## src/flow_table_counter_defines.svh

```systemverilog
// Assertion macros for the flow table counter.
// Each use expects clk and arst_n in scope.
`ifndef FLOW_TABLE_COUNTER_DEFINES_SVH
`define FLOW_TABLE_COUNTER_DEFINES_SVH

`ifndef SYNTHESIS
`define FTC_ASSERT(lbl, cond, msg) \
lbl: assert property (@(posedge clk) disable iff (!arst_n) (cond)) else $error(msg);
`define FTC_ASSERT_IMP(lbl, ante, cons, msg) \
lbl: assert property (@(posedge clk) disable iff (!arst_n) (ante) |-> (cons)) else $error(msg);
`define FTC_ASSERT_NXT(lbl, ante, cons, msg) \
lbl: assert property (@(posedge clk) disable iff (!arst_n) (ante) |=> (cons)) else $error(msg);
`else
`define FTC_ASSERT(lbl, cond, msg)
`define FTC_ASSERT_IMP(lbl, ante, cons, msg)
`define FTC_ASSERT_NXT(lbl, ante, cons, msg)
`endif

`endif

```

## src/ftc_pkg.sv

```systemverilog
package ftc_pkg;

	localparam int TABLE_ENTRIES = 1024;
	localparam int IDX_W         = $clog2(TABLE_ENTRIES);
	localparam int CNT_W         = $clog2(TABLE_ENTRIES + 1);
	localparam int FIDX_W        = 10;
	localparam int PKT_W         = 32;
	localparam int BYTE_W        = 48;
	localparam int LEN_W         = 18;

	localparam logic [7:0] PROTO_TCP = 8'd6;
	localparam logic [7:0] PROTO_UDP = 8'd17;

	typedef enum logic [1:0] {
		STATUS_HIT     = 2'd0,
		STATUS_NEW     = 2'd1,
		STATUS_FULL    = 2'd2,
		STATUS_IGNORED = 2'd3
	} status_t;

	typedef enum logic [2:0] {
		ST_IDLE,
		ST_SCAN,
		ST_CRD,
		ST_UPD,
		ST_EMIT
	} back_state_t;

	typedef struct packed {
		logic [63:0] addr;  // src, dst
		logic [32:0] pp;    // udp, src port, dst port
	} key_t;

	typedef struct packed {
		logic             ign;
		key_t             key;
		logic [LEN_W-1:0] len;
	} job_t;

	typedef struct packed {
		logic [BYTE_W-1:0] bytes;
		logic [PKT_W-1:0]  pkt;
		logic [FIDX_W-1:0] idx;
		status_t           status;
	} result_t;

	function automatic logic [FIDX_W-1:0] to_fidx(logic [IDX_W-1:0] i);
		logic [IDX_W+FIDX_W-1:0] w;
		w = {{FIDX_W{1'b0}}, i};
		return w[FIDX_W-1:0];
	endfunction

endpackage

```

## src/ftc_front.sv

```systemverilog
module ftc_front import ftc_pkg::*; (
	input  logic         clk,
	input  logic         arst_n,
	input  logic         in_valid,
	output logic         in_ready,
	input  logic [127:0] in_data,
	output logic         job_valid,
	input  logic         job_ready,
	output job_t         job
);

	logic         vld_q;
	logic [121:0] data_q;
	logic [7:0]   proto;

	assign in_ready  = !vld_q || job_ready;
	assign job_valid = vld_q;
	assign proto     = data_q[7:0];

	always_ff @(posedge clk or negedge arst_n) begin
		if (!arst_n) begin
			vld_q <= 1'b0;
		end else if (in_ready) begin
			vld_q <= in_valid;
		end
	end

	always_ff @(posedge clk) begin
		if (in_ready && in_valid) begin
			data_q <= in_data[121:0];
		end
	end

	always_comb begin
		unique case (proto)
			PROTO_TCP, PROTO_UDP: job.ign = 1'b0;
			default:              job.ign = 1'b1;
		endcase
		job.key.addr = {data_q[39:8], data_q[87:56]};
		job.key.pp   = {proto == PROTO_UDP, data_q[55:40], data_q[103:88]};
		job.len      = data_q[121:104];
	end

endmodule

```

## config.mk

```make
export PLATFORM = sky130hd
export DESIGN_NAME = ftc_front
export DESIGN_NICKNAME = d
export VERILOG_FILES = /design/src/flow_table_counter_defines.svh /design/src/ftc_pkg.sv /design/src/ftc_front.sv
export SDC_FILE = /design/constraint.sdc
export NUM_CORES = 1
export LEC_CHECK = 0
export CAP_MARGIN = 20
export CORE_MARGIN = 2
export CORE_UTILIZATION = 45
export DETAILED_ROUTE_END_ITERATION = 10
export DONT_BUFFER_PORTS = 1
export GPL_TIMING_DRIVEN = 0
export HOLD_SLACK_MARGIN = 0.05
export SKIP_CTS_REPAIR_TIMING = 1
export SYNTH_ARGS = -nofsm -noshare
export SYNTH_HDL_FRONTEND = slang
export SYNTH_SLANG_ARGS = --single-unit
export TNS_END_PERCENT = 5
```

## constraint.sdc

```tcl
create_clock -name clk -period 9.6 [get_ports clk]
set_clock_uncertainty 0.1 [all_clocks]
set_input_delay 2.4 -clock clk [delete_from_list [all_inputs] [get_ports clk]]
set_output_delay 2.4 -clock clk [all_outputs]
set_load 0.01 [all_outputs]
```

==> results_dict.tcl <==
set metrics [dict create \
    use_met1_pct 11.0 \
    crit_slowest_cell "nand2b_1" \
    syn_to_final_growth_pct 15.3 \
    drt_iter0_drc 67 \
    fin_area_um2 5310 \
    min_period_ps 5090 \
    maxCapViolations 0 \
    dpl_cell_area_um2 4800 \
    grt_use_total_pct 13.0 \
    grt.busiest_layer "met2" \
    slew_viol_final 0 \
    critical_path_class "input port to primary output" \
    antenna_found_initial 0 \
    synthesis.area_per_instance_um2 18.8 \
    hold_class "register to register" \
    finalHoldViolCount 0 \
    syn-num-nets 377 \
    yosysUniqueCellTypes 10 \
    syn_area_um2 4610 \
    gp_congestion 0.695 \
    rsz0062_at_grt "false" \
    cts-htree-levels 4 \
    path_cells "nand2b_1" \
    drc 0 \
    crit_path_start_kind "input port" \
    max_slew_margin_pct 49.0 \
    clkLatencyLatePin_ps 490 \
    ir_drop_v 0.000132 \
    root_buffer "clkbuf_8" \
    max_stage_delay_ps 190 \
    dr.pass1.iters 4 \
    layout_common_cells "edfxtp_1 (122), buf_4 (114), clkbuf_16 (16)" \
    antenna_cells 0 \
    cp_num_buf_inv 0 \
    layout_commonest_cell "edfxtp_1" \
    max_freq_mhz 196 \
    grt_max_degree 65 \
    synthTopCellsByArea "edfxtp_1 (80%), buf_4 (19%), dfrtp_1 (0.54%), nand2b_1 (0.27%), nand4bb_1 (0.24%)" \
    tns_ps 0 \
    cellPowerDensity_nw_per_um2 234 \
    cp.arrival_ps 2590 \
    leakagePower_nw 1.99 \
    fp.dieArea_um2 11100 \
    synthCells 245 \
    grt_overflow 0 \
    ys_warn_count 0 \
    synth_top_area_share_pct 79.5 \
    cts_buffers 17 \
    cts_tree "built" \
    fp.coreArea_um2 9860 \
    pin_count 250 \
    worstMarginPinSlew_ps 765 \
    post_drt_wl_per_cell_um 17.7 \
    rows 36 \
    finalSetupViolations 0 \
    outcome "complete, no violations" \
    grtUsageMet2_pct 22.5 \
    crit_path_end_kind "primary output" \
    clk_pin_slew_ps 50 \
    finalCritPeriodShare_pct 53.1 \
    portBuffers 0 \
    nNetsFinal 397 \
    cts_sinks 123 \
    ys_ff_latch 123 \
    critPathRequiredTime_ps 7100 \
    grtUsageMet3_pct 8.92 \
    yosysSeqAreaShare_pct 80.0 \
    via_per_inst 4.38 \
    crit_family "simple AND/OR/NAND/NOR gates" \
    drive_gt1_share_pct 50.9 \
    grt_pass1_wl_um 10100 \
    synth.largest_area_cell "edfxtp_1" \
    chipHeight_um 105 \
    clk_path_buf_depth 2 \
    drtAntennaViolNets 0 \
    worst-path-max-fanout 3 \
    vias 1794 \
    grt_pass1_vias 1889 \
    drt_wl_total_um 7270 \
    initial_core_util_pct 46.7 \
    fp.dieW_um 105 \
]
==> final timing paths <==
path	startpoint	to	slack, ps	depth (start not counted)
worst min register to register	job_valid	job_valid	580	2
worst max register to register	job_valid	data_q[66]	7510	3
worst min-delay path	job_valid	job_valid	580	2
worst max-delay path	job_ready	in_ready	4510	1
max in group asynchronous	arst_n	job_valid	7840	0
min in group asynchronous	arst_n	job_valid	1500	0
==> layer usage <==
metal | vias to the layer above | part of all wire (%)
met5 | - | 0
met4 | 0 | 1.7
met3 | 9 | 12
met2 | 136 | 56
met1 | 843 | 31
li1 | 806 | -
==> sequential cells by signal, indices dropped and copies added, names as in the netlist <==
register	count
data_q	122
job_valid	1
==> synth_stat cells <==
cell type,instances
buf_4,114
edfxtp_1,122
a21o_1,1
nand2b_1,2
dfrtp_1,1
nand4bb_1,1
or4_4,1
nor2_1,1
and2_1,1
or4bb_1,1
==> cell type report <==
| class | instances | area (um2) |
|---|---|---|
| Tap cell | 133 | 166 |
| Timing Repair Buffer | 1 | 27.5 |
| Sequential cell | 123 | 3690 |
| Buffer | 114 | 856 |
| Fill cell | 769 | 4550 |
| Multi-Input combinational cell | 8 | 66.3 |
| Clock buffer | 22 | 433 |
| Clock inverter | 9 | 75.1 |
==> where the power goes <==
group	internal, W	leakage [nW]	total, W	switching (W)
clock	0.000337	0.240	0.000538	0.000201
sequential	0.000628	1.17	0.000635	0.00000776
combinational	0.0000319	0.580	0.0000679	0.0000360
==> stage by stage <==
| step | hold WS, ps | utilization (%) | setup slack [ps] | power, W | std cells |
|---|---|---|---|---|---|
| 6_report | 585 | 53.9 | 4510 | 0.00124 | 410 |
| 5_1_grt | 630 | 53.9 | 4500 | 0.00129 | 410 |
| 4_1_cts | 586 | 53.9 | 4510 | 0.00126 | 410 |
| 3_5_place_dp | 569 | 48.7 | 4510 | 0.000716 | 379 |
| 3_3_place_gp | 571 | 48.4 | 2660 | 0.000717 | 378 |
| 2_1_floorplan | 522 | - | 3580 | 0.000706 | 245 |
==> cell families (layout without fill, tap and decap cells) <==
| kind of cell | count (synthesis) | in the layout | synth area share, % |
|---|---|---|---|
| and+or+nand+nor | 7 | 7 | 1.22 |
| buffers and inverters | 114 | 146 | 18.6 |
| AOI/OAI and AO/OA | 1 | 1 | 0.163 |
| DFF | 123 | 123 | 80.0 |
Note: power is estimated with default switching activity, not from simulation.
