File: config.mk
export PLATFORM = sky130hd
export DESIGN_NAME = ftc_queue
export DESIGN_NICKNAME = d
export VERILOG_FILES = /design/src/flow_table_counter_defines.svh /design/src/ftc_pkg.sv /design/src/ftc_queue.sv
export SDC_FILE = /design/constraint.sdc
export NUM_CORES = 1
export LEC_CHECK = 0
export BUFFER_PORTS_ARGS = -buffer_cell sky130_fd_sc_hd__buf_2
export CORE_AREA = 4 4 137 139
export DETAILED_ROUTE_END_ITERATION = 8
export DIE_AREA = 0 0 141 143
export PLACE_DENSITY = 0.76
export SLEW_MARGIN = 20
export SYNTH_ARGS = -nofsm -noshare
export SYNTH_HDL_FRONTEND = slang
export SYNTH_SLANG_ARGS = --single-unit
File: constraint.sdc
create_clock -name clk -period 8.5 [get_ports clk]
set_input_delay 1.7 -clock clk [delete_from_list [all_inputs] [get_ports clk]]
set_output_delay 1.7 -clock clk [all_outputs]
set_load 0.01 [all_outputs]
File: src/flow_table_counter_defines.svh
// Assertion macros for the flow table counter.
// Each use expects clk and arst_n in scope.
`ifndef FLOW_TABLE_COUNTER_DEFINES_SVH
`define FLOW_TABLE_COUNTER_DEFINES_SVH

`ifndef SYNTHESIS
`define FTC_ASSERT(lbl, cond, msg) \
lbl: assert property (@(posedge clk) disable iff (!arst_n) (cond)) else $error(msg);
`define FTC_ASSERT_IMP(lbl, ante, cons, msg) \
lbl: assert property (@(posedge clk) disable iff (!arst_n) (ante) |-> (cons)) else $error(msg);
`define FTC_ASSERT_NXT(lbl, ante, cons, msg) \
lbl: assert property (@(posedge clk) disable iff (!arst_n) (ante) |=> (cons)) else $error(msg);
`else
`define FTC_ASSERT(lbl, cond, msg)
`define FTC_ASSERT_IMP(lbl, ante, cons, msg)
`define FTC_ASSERT_NXT(lbl, ante, cons, msg)
`endif

`endif

File: src/ftc_pkg.sv
package ftc_pkg;

	localparam int TABLE_ENTRIES = 1024;
	localparam int IDX_W         = $clog2(TABLE_ENTRIES);
	localparam int CNT_W         = $clog2(TABLE_ENTRIES + 1);
	localparam int FIDX_W        = 10;
	localparam int PKT_W         = 32;
	localparam int BYTE_W        = 48;
	localparam int LEN_W         = 18;

	localparam logic [7:0] PROTO_TCP = 8'd6;
	localparam logic [7:0] PROTO_UDP = 8'd17;

	typedef enum logic [1:0] {
		STATUS_HIT     = 2'd0,
		STATUS_NEW     = 2'd1,
		STATUS_FULL    = 2'd2,
		STATUS_IGNORED = 2'd3
	} status_t;

	typedef enum logic [2:0] {
		ST_IDLE,
		ST_SCAN,
		ST_CRD,
		ST_UPD,
		ST_EMIT
	} back_state_t;

	typedef struct packed {
		logic [63:0] addr;  // src, dst
		logic [32:0] pp;    // udp, src port, dst port
	} key_t;

	typedef struct packed {
		logic             ign;
		key_t             key;
		logic [LEN_W-1:0] len;
	} job_t;

	typedef struct packed {
		logic [BYTE_W-1:0] bytes;
		logic [PKT_W-1:0]  pkt;
		logic [FIDX_W-1:0] idx;
		status_t           status;
	} result_t;

	function automatic logic [FIDX_W-1:0] to_fidx(logic [IDX_W-1:0] i);
		logic [IDX_W+FIDX_W-1:0] w;
		w = {{FIDX_W{1'b0}}, i};
		return w[FIDX_W-1:0];
	endfunction

endpackage

File: src/ftc_queue.sv
module ftc_queue import ftc_pkg::*; (
	input  logic clk,
	input  logic arst_n,
	input  logic wr_valid,
	output logic wr_ready,
	input  job_t wr_job,
	output logic rd_valid,
	input  logic rd_pop,
	output job_t rd_job
);

	job_t       mem_q [2];
	logic       wp_q;
	logic       rp_q;
	logic [1:0] cnt_q;
	logic       push;

	assign wr_ready = cnt_q != 2'd2;
	assign rd_valid = cnt_q != 2'd0;
	assign rd_job   = mem_q[rp_q];
	assign push     = wr_valid && wr_ready;

	always_ff @(posedge clk or negedge arst_n) begin
		if (!arst_n) begin
			wp_q  <= 1'b0;
			rp_q  <= 1'b0;
			cnt_q <= 2'd0;
		end else begin
			if (push) wp_q <= ~wp_q;
			if (rd_pop) rp_q <= ~rp_q;
			cnt_q <= cnt_q + 2'(push) - 2'(rd_pop);
		end
	end

	always_ff @(posedge clk) begin
		if (push) begin
			mem_q[wp_q] <= wr_job;
		end
	end

endmodule

==> results.py <==
metrics = {
    "placement": {
        "dp.final_hpwl_mm": 10.6,
        "place_congestion": 0.744,
        "place_area_um2": 10100,
        "port_buffers": 237,
    },
    "floorplan": {
        "pin_count": 238,
        "dieArea_um2": 20200,
        "die_height_um": 143,
        "core_um2": 17700,
        "dieWidth_um": 141,
        "initial_utilization_pct": 49.1,
        "std_cell_rows": 49,
    },
    "cells_and_area": {
        "final.fill_count": 1309,
        "insertedDiodeCount": 0,
        "areaGrowthSynthToFinish_pct": 25.5,
        "finalNetCount": 753,
        "drive_gt1_share_pct": 61.1,
        "final_area_um2": 10900,
        "final_util_pct": 61.7,
    },
    "synthesis": {
        "synth_xor_area_share_pct": 0.404,
        "yosys.area_share.simple_pct": 0.389,
        "synth-seq-cells": 236,
        "ys_top_cells_by_count": "232 x edfxtp_1, 86 x mux2_2, 30 x mux2_4, 8 x buf_2, 5 x buf_6",
        "synth_top_family_by_area": "multiplexers",
        "synth_warnings": 0,
        "synth_largest_area_cell": "edfxtp_1",
        "synth-edff-count": 232,
        "synth_area_leaders": "edfxtp_1 80%, mux2_2 11%, mux2_4 5.2%",
        "synth.cell_area_um2": 8680,
        "ys.flop_type": "edfxtp_1",
        "async_flop_share_pct": 1.69,
        "synthCells": 378,
        "synth_compound_area_share_pct": 0.173,
        "yosysMostFrequentCell": "edfxtp_1",
        "yosysTopAreaCellShare_pct": 80.3,
        "synth_mux_area_share_pct": 16.3,
        "avgSynthCellArea_um2": 23.0,
        "synthAdderAreaFrac_pct": 0.144,
        "yosysSeqAreaShare_pct": 81.4,
        "synth.distinct_cells": 17,
        "syn-num-nets": 499,
    },
    "critical_path": {
        "timing.rr.start": "cnt_q[0]$_DFF_PN0_",
        "critPathMaxStageDelay_ns": 0.92,
        "crit_fanout": 63,
        "path_class": "flop to output pin",
        "cp.arrival_ns": 2.91,
        "r2r-end": "mem_q[1][5]$_DFFE_PP_",
        "ff2ff_path_depth": 3,
        "critPathCaptureType": "output pin",
        "cp_cell_sequence": "buf_4 > mux2_2 > buf_2",
        "rrSetupSlack_ns": 6.03,
        "worstPathRequired_ns": 6.80,
        "start_kind": "flop",
        "critPathSlowestCell": "dfrtp_4",
    },
    "sta": {
        "drv_slew": 0,
        "skew_ns": 0.00614,
        "clock.fmax_ghz": 0.217,
        "hold_violations": 0,
        "tightest_slew_ns": 1.02,
        "maxSlewHeadroom_pct": 32.3,
        "setup_viol": 0,
        "fin_crit_sh_pct": 54.2,
        "fin_setup_tns_ns": 0,
        "holdWs_ns": 0.568,
        "rsz0062_at_grt": "false",
        "period_minus_slack_ns": 4.61,
    },
    "global_routing": {
        "overflow": 0,
        "antenna_found_initial": 2,
        "grt_pass1_vias": 4683,
        "grt_first_pass_wirelength_mm": 24.2,
        "grt_max_degree": 76,
        "grtUsageTotal_pct": 15.2,
    },
    "power_and_ir_drop": {
        "power.density_nw_per_um2": 347,
        "vdd_drop_max_mv": 0.228,
        "p_int_mw": 2.73,
        "p_leak_nw": 4.16,
        "p_total_mw": 3.78,
        "power_frac_comb_pct": 27.9,
        "switching_share_pct": 27.7,
        "p_sw_mw": 1.05,
        "seqPwrFrac_pct": 45.0,
        "clkPwrFrac_pct": 27.1,
    },
    "run": {
        "cap_violations": 0,
    },
    "routing": {
        "drt-pass1-iter-count": 4,
        "wl_per_cell_um": 18.0,
        "ant_nets": 0,
        "drt_iter0_markers": 179,
        "route.vias.total": 4384,
        "post-route-drc-count": 0,
        "via_per_inst": 5.00,
        "finalWirelength_mm": 15.8,
    },
    "clocking": {
        "htreeDepth": 1,
        "ctsResizeCount": 0,
        "cts_sinks": 236,
        "ctsHoldBuffers": 0,
        "cts_tree": "built",
        "postCtsSetupRepairBufs": 0,
        "cts_buffers": 24,
        "clk_latency_ns": 0.49,
        "cts_root_buffer": "clkbuf_16",
        "cts_max_path_buffers": 3,
        "clk_pin_slew_ns": 0.06,
    },
    "hold_path": {
        "min_path_cells": 1,
        "worstHoldEndpoint": "wp_q$_DFFE_PN0P_",
        "min_path_type": "flop to flop",
        "min_from": "wp_q$_DFFE_PN0P_",
    },
    "run_status": {
        "outcome": "finished, final reports clean",
    },
}
worst max-delay path: cells and delay by family (launching register included):
family	cells	cell delay [ns]
buf+inv	2	1.03
flops	1	0.92
mux	1	0.45
worst max-delay path by stage:
stage | from | to | slack (ns)
after CTS | rp_q$_DFFE_PN0P_ | rd_job[69] | 3.81
after floorplan | wr_valid | mem_q[0][0]$_DFFE_PP_ | 1.28
after global placement | wr_valid | mem_q[0][96]$_DFFE_PP_ | 4.29
after global routing | rp_q$_DFFE_PN0P_ | rd_job[109] | 3.70
after detailed placement | wr_valid | mem_q[0][2]$_DFFE_PP_ | 4.15
final | rp_q$_DFFE_PN0P_ | rd_job[69] | 3.89
cell families after synthesis:
group	count (synthesis)
AOI/OAI and AO/OA	2
xor gates and xnor gates	4
adders and majority gates	1
buffers and inverters	13
DFF	236
muxes	116
and+or+nand+nor	6
per-layer routing:
metal	vias to the layer above	routed length, um	global-route usage (%)
li1	2016	-	-
met1	2154	6010	18.1
met2	180	8040	26.3
met3	30	1400	5.39
met4	4	291	4.44
met5	-	26	0
stage by stage:
step	worst slack (ns)	cells
floorplan	1.28	378
global placement	4.29	834
detailed placement	4.15	834
CTS	3.81	875
global route	3.70	876
finish	3.89	876
power by group through the flow:
stage	clock, mW	sequential [mW]	combinational (mW)
floorplan	0	1.70	0.745
global placement	0	1.71	1.05
detailed placement	0	1.73	1.07
CTS	1.05	1.71	1.08
global route	1.11	1.73	1.14
finish	1.02	1.70	1.06
final cells by class:
cell class	instances	area, um^2	share of cell area, %
multi-input combinational	129	1530	14.0
timing repair buffer	241	1230	11.3
clock inverter	12	139	1.27
tap	229	287	2.63
clock buffer	29	641	5.88
sequential	236	7070	64.9
flip-flops by register name (all words and copies together) (netlist names):
register / cells
rp_q: 1
cnt_q: 2
mem_q: 232
wp_q: 1
layout by cell type (no fill, tap or decap), drive strengths merged:
| cell | synthesis | final |
|---|---|---|
| buf | 13 | 241 |
| edfxtp | 232 | 232 |
| mux2 | 116 | 116 |
| clkbuf | 0 | 29 |
| clkinv | 0 | 6 |
| dfrtp | 4 | 4 |
| xnor2 | 3 | 3 |
| bufinv | 0 | 3 |
| clkinvlp | 0 | 2 |
| nand2b | 1 | 1 |
| nand2 | 1 | 1 |
| a21bo | 1 | 1 |
| nor3b | 1 | 1 |
| a21oi | 1 | 1 |
| or2 | 1 | 1 |
| and3 | 1 | 1 |
| nor2 | 1 | 1 |
| xor2 | 1 | 1 |
| ha | 1 | 1 |
| inv | 0 | 1 |
(Power assumes the default switching activity.)
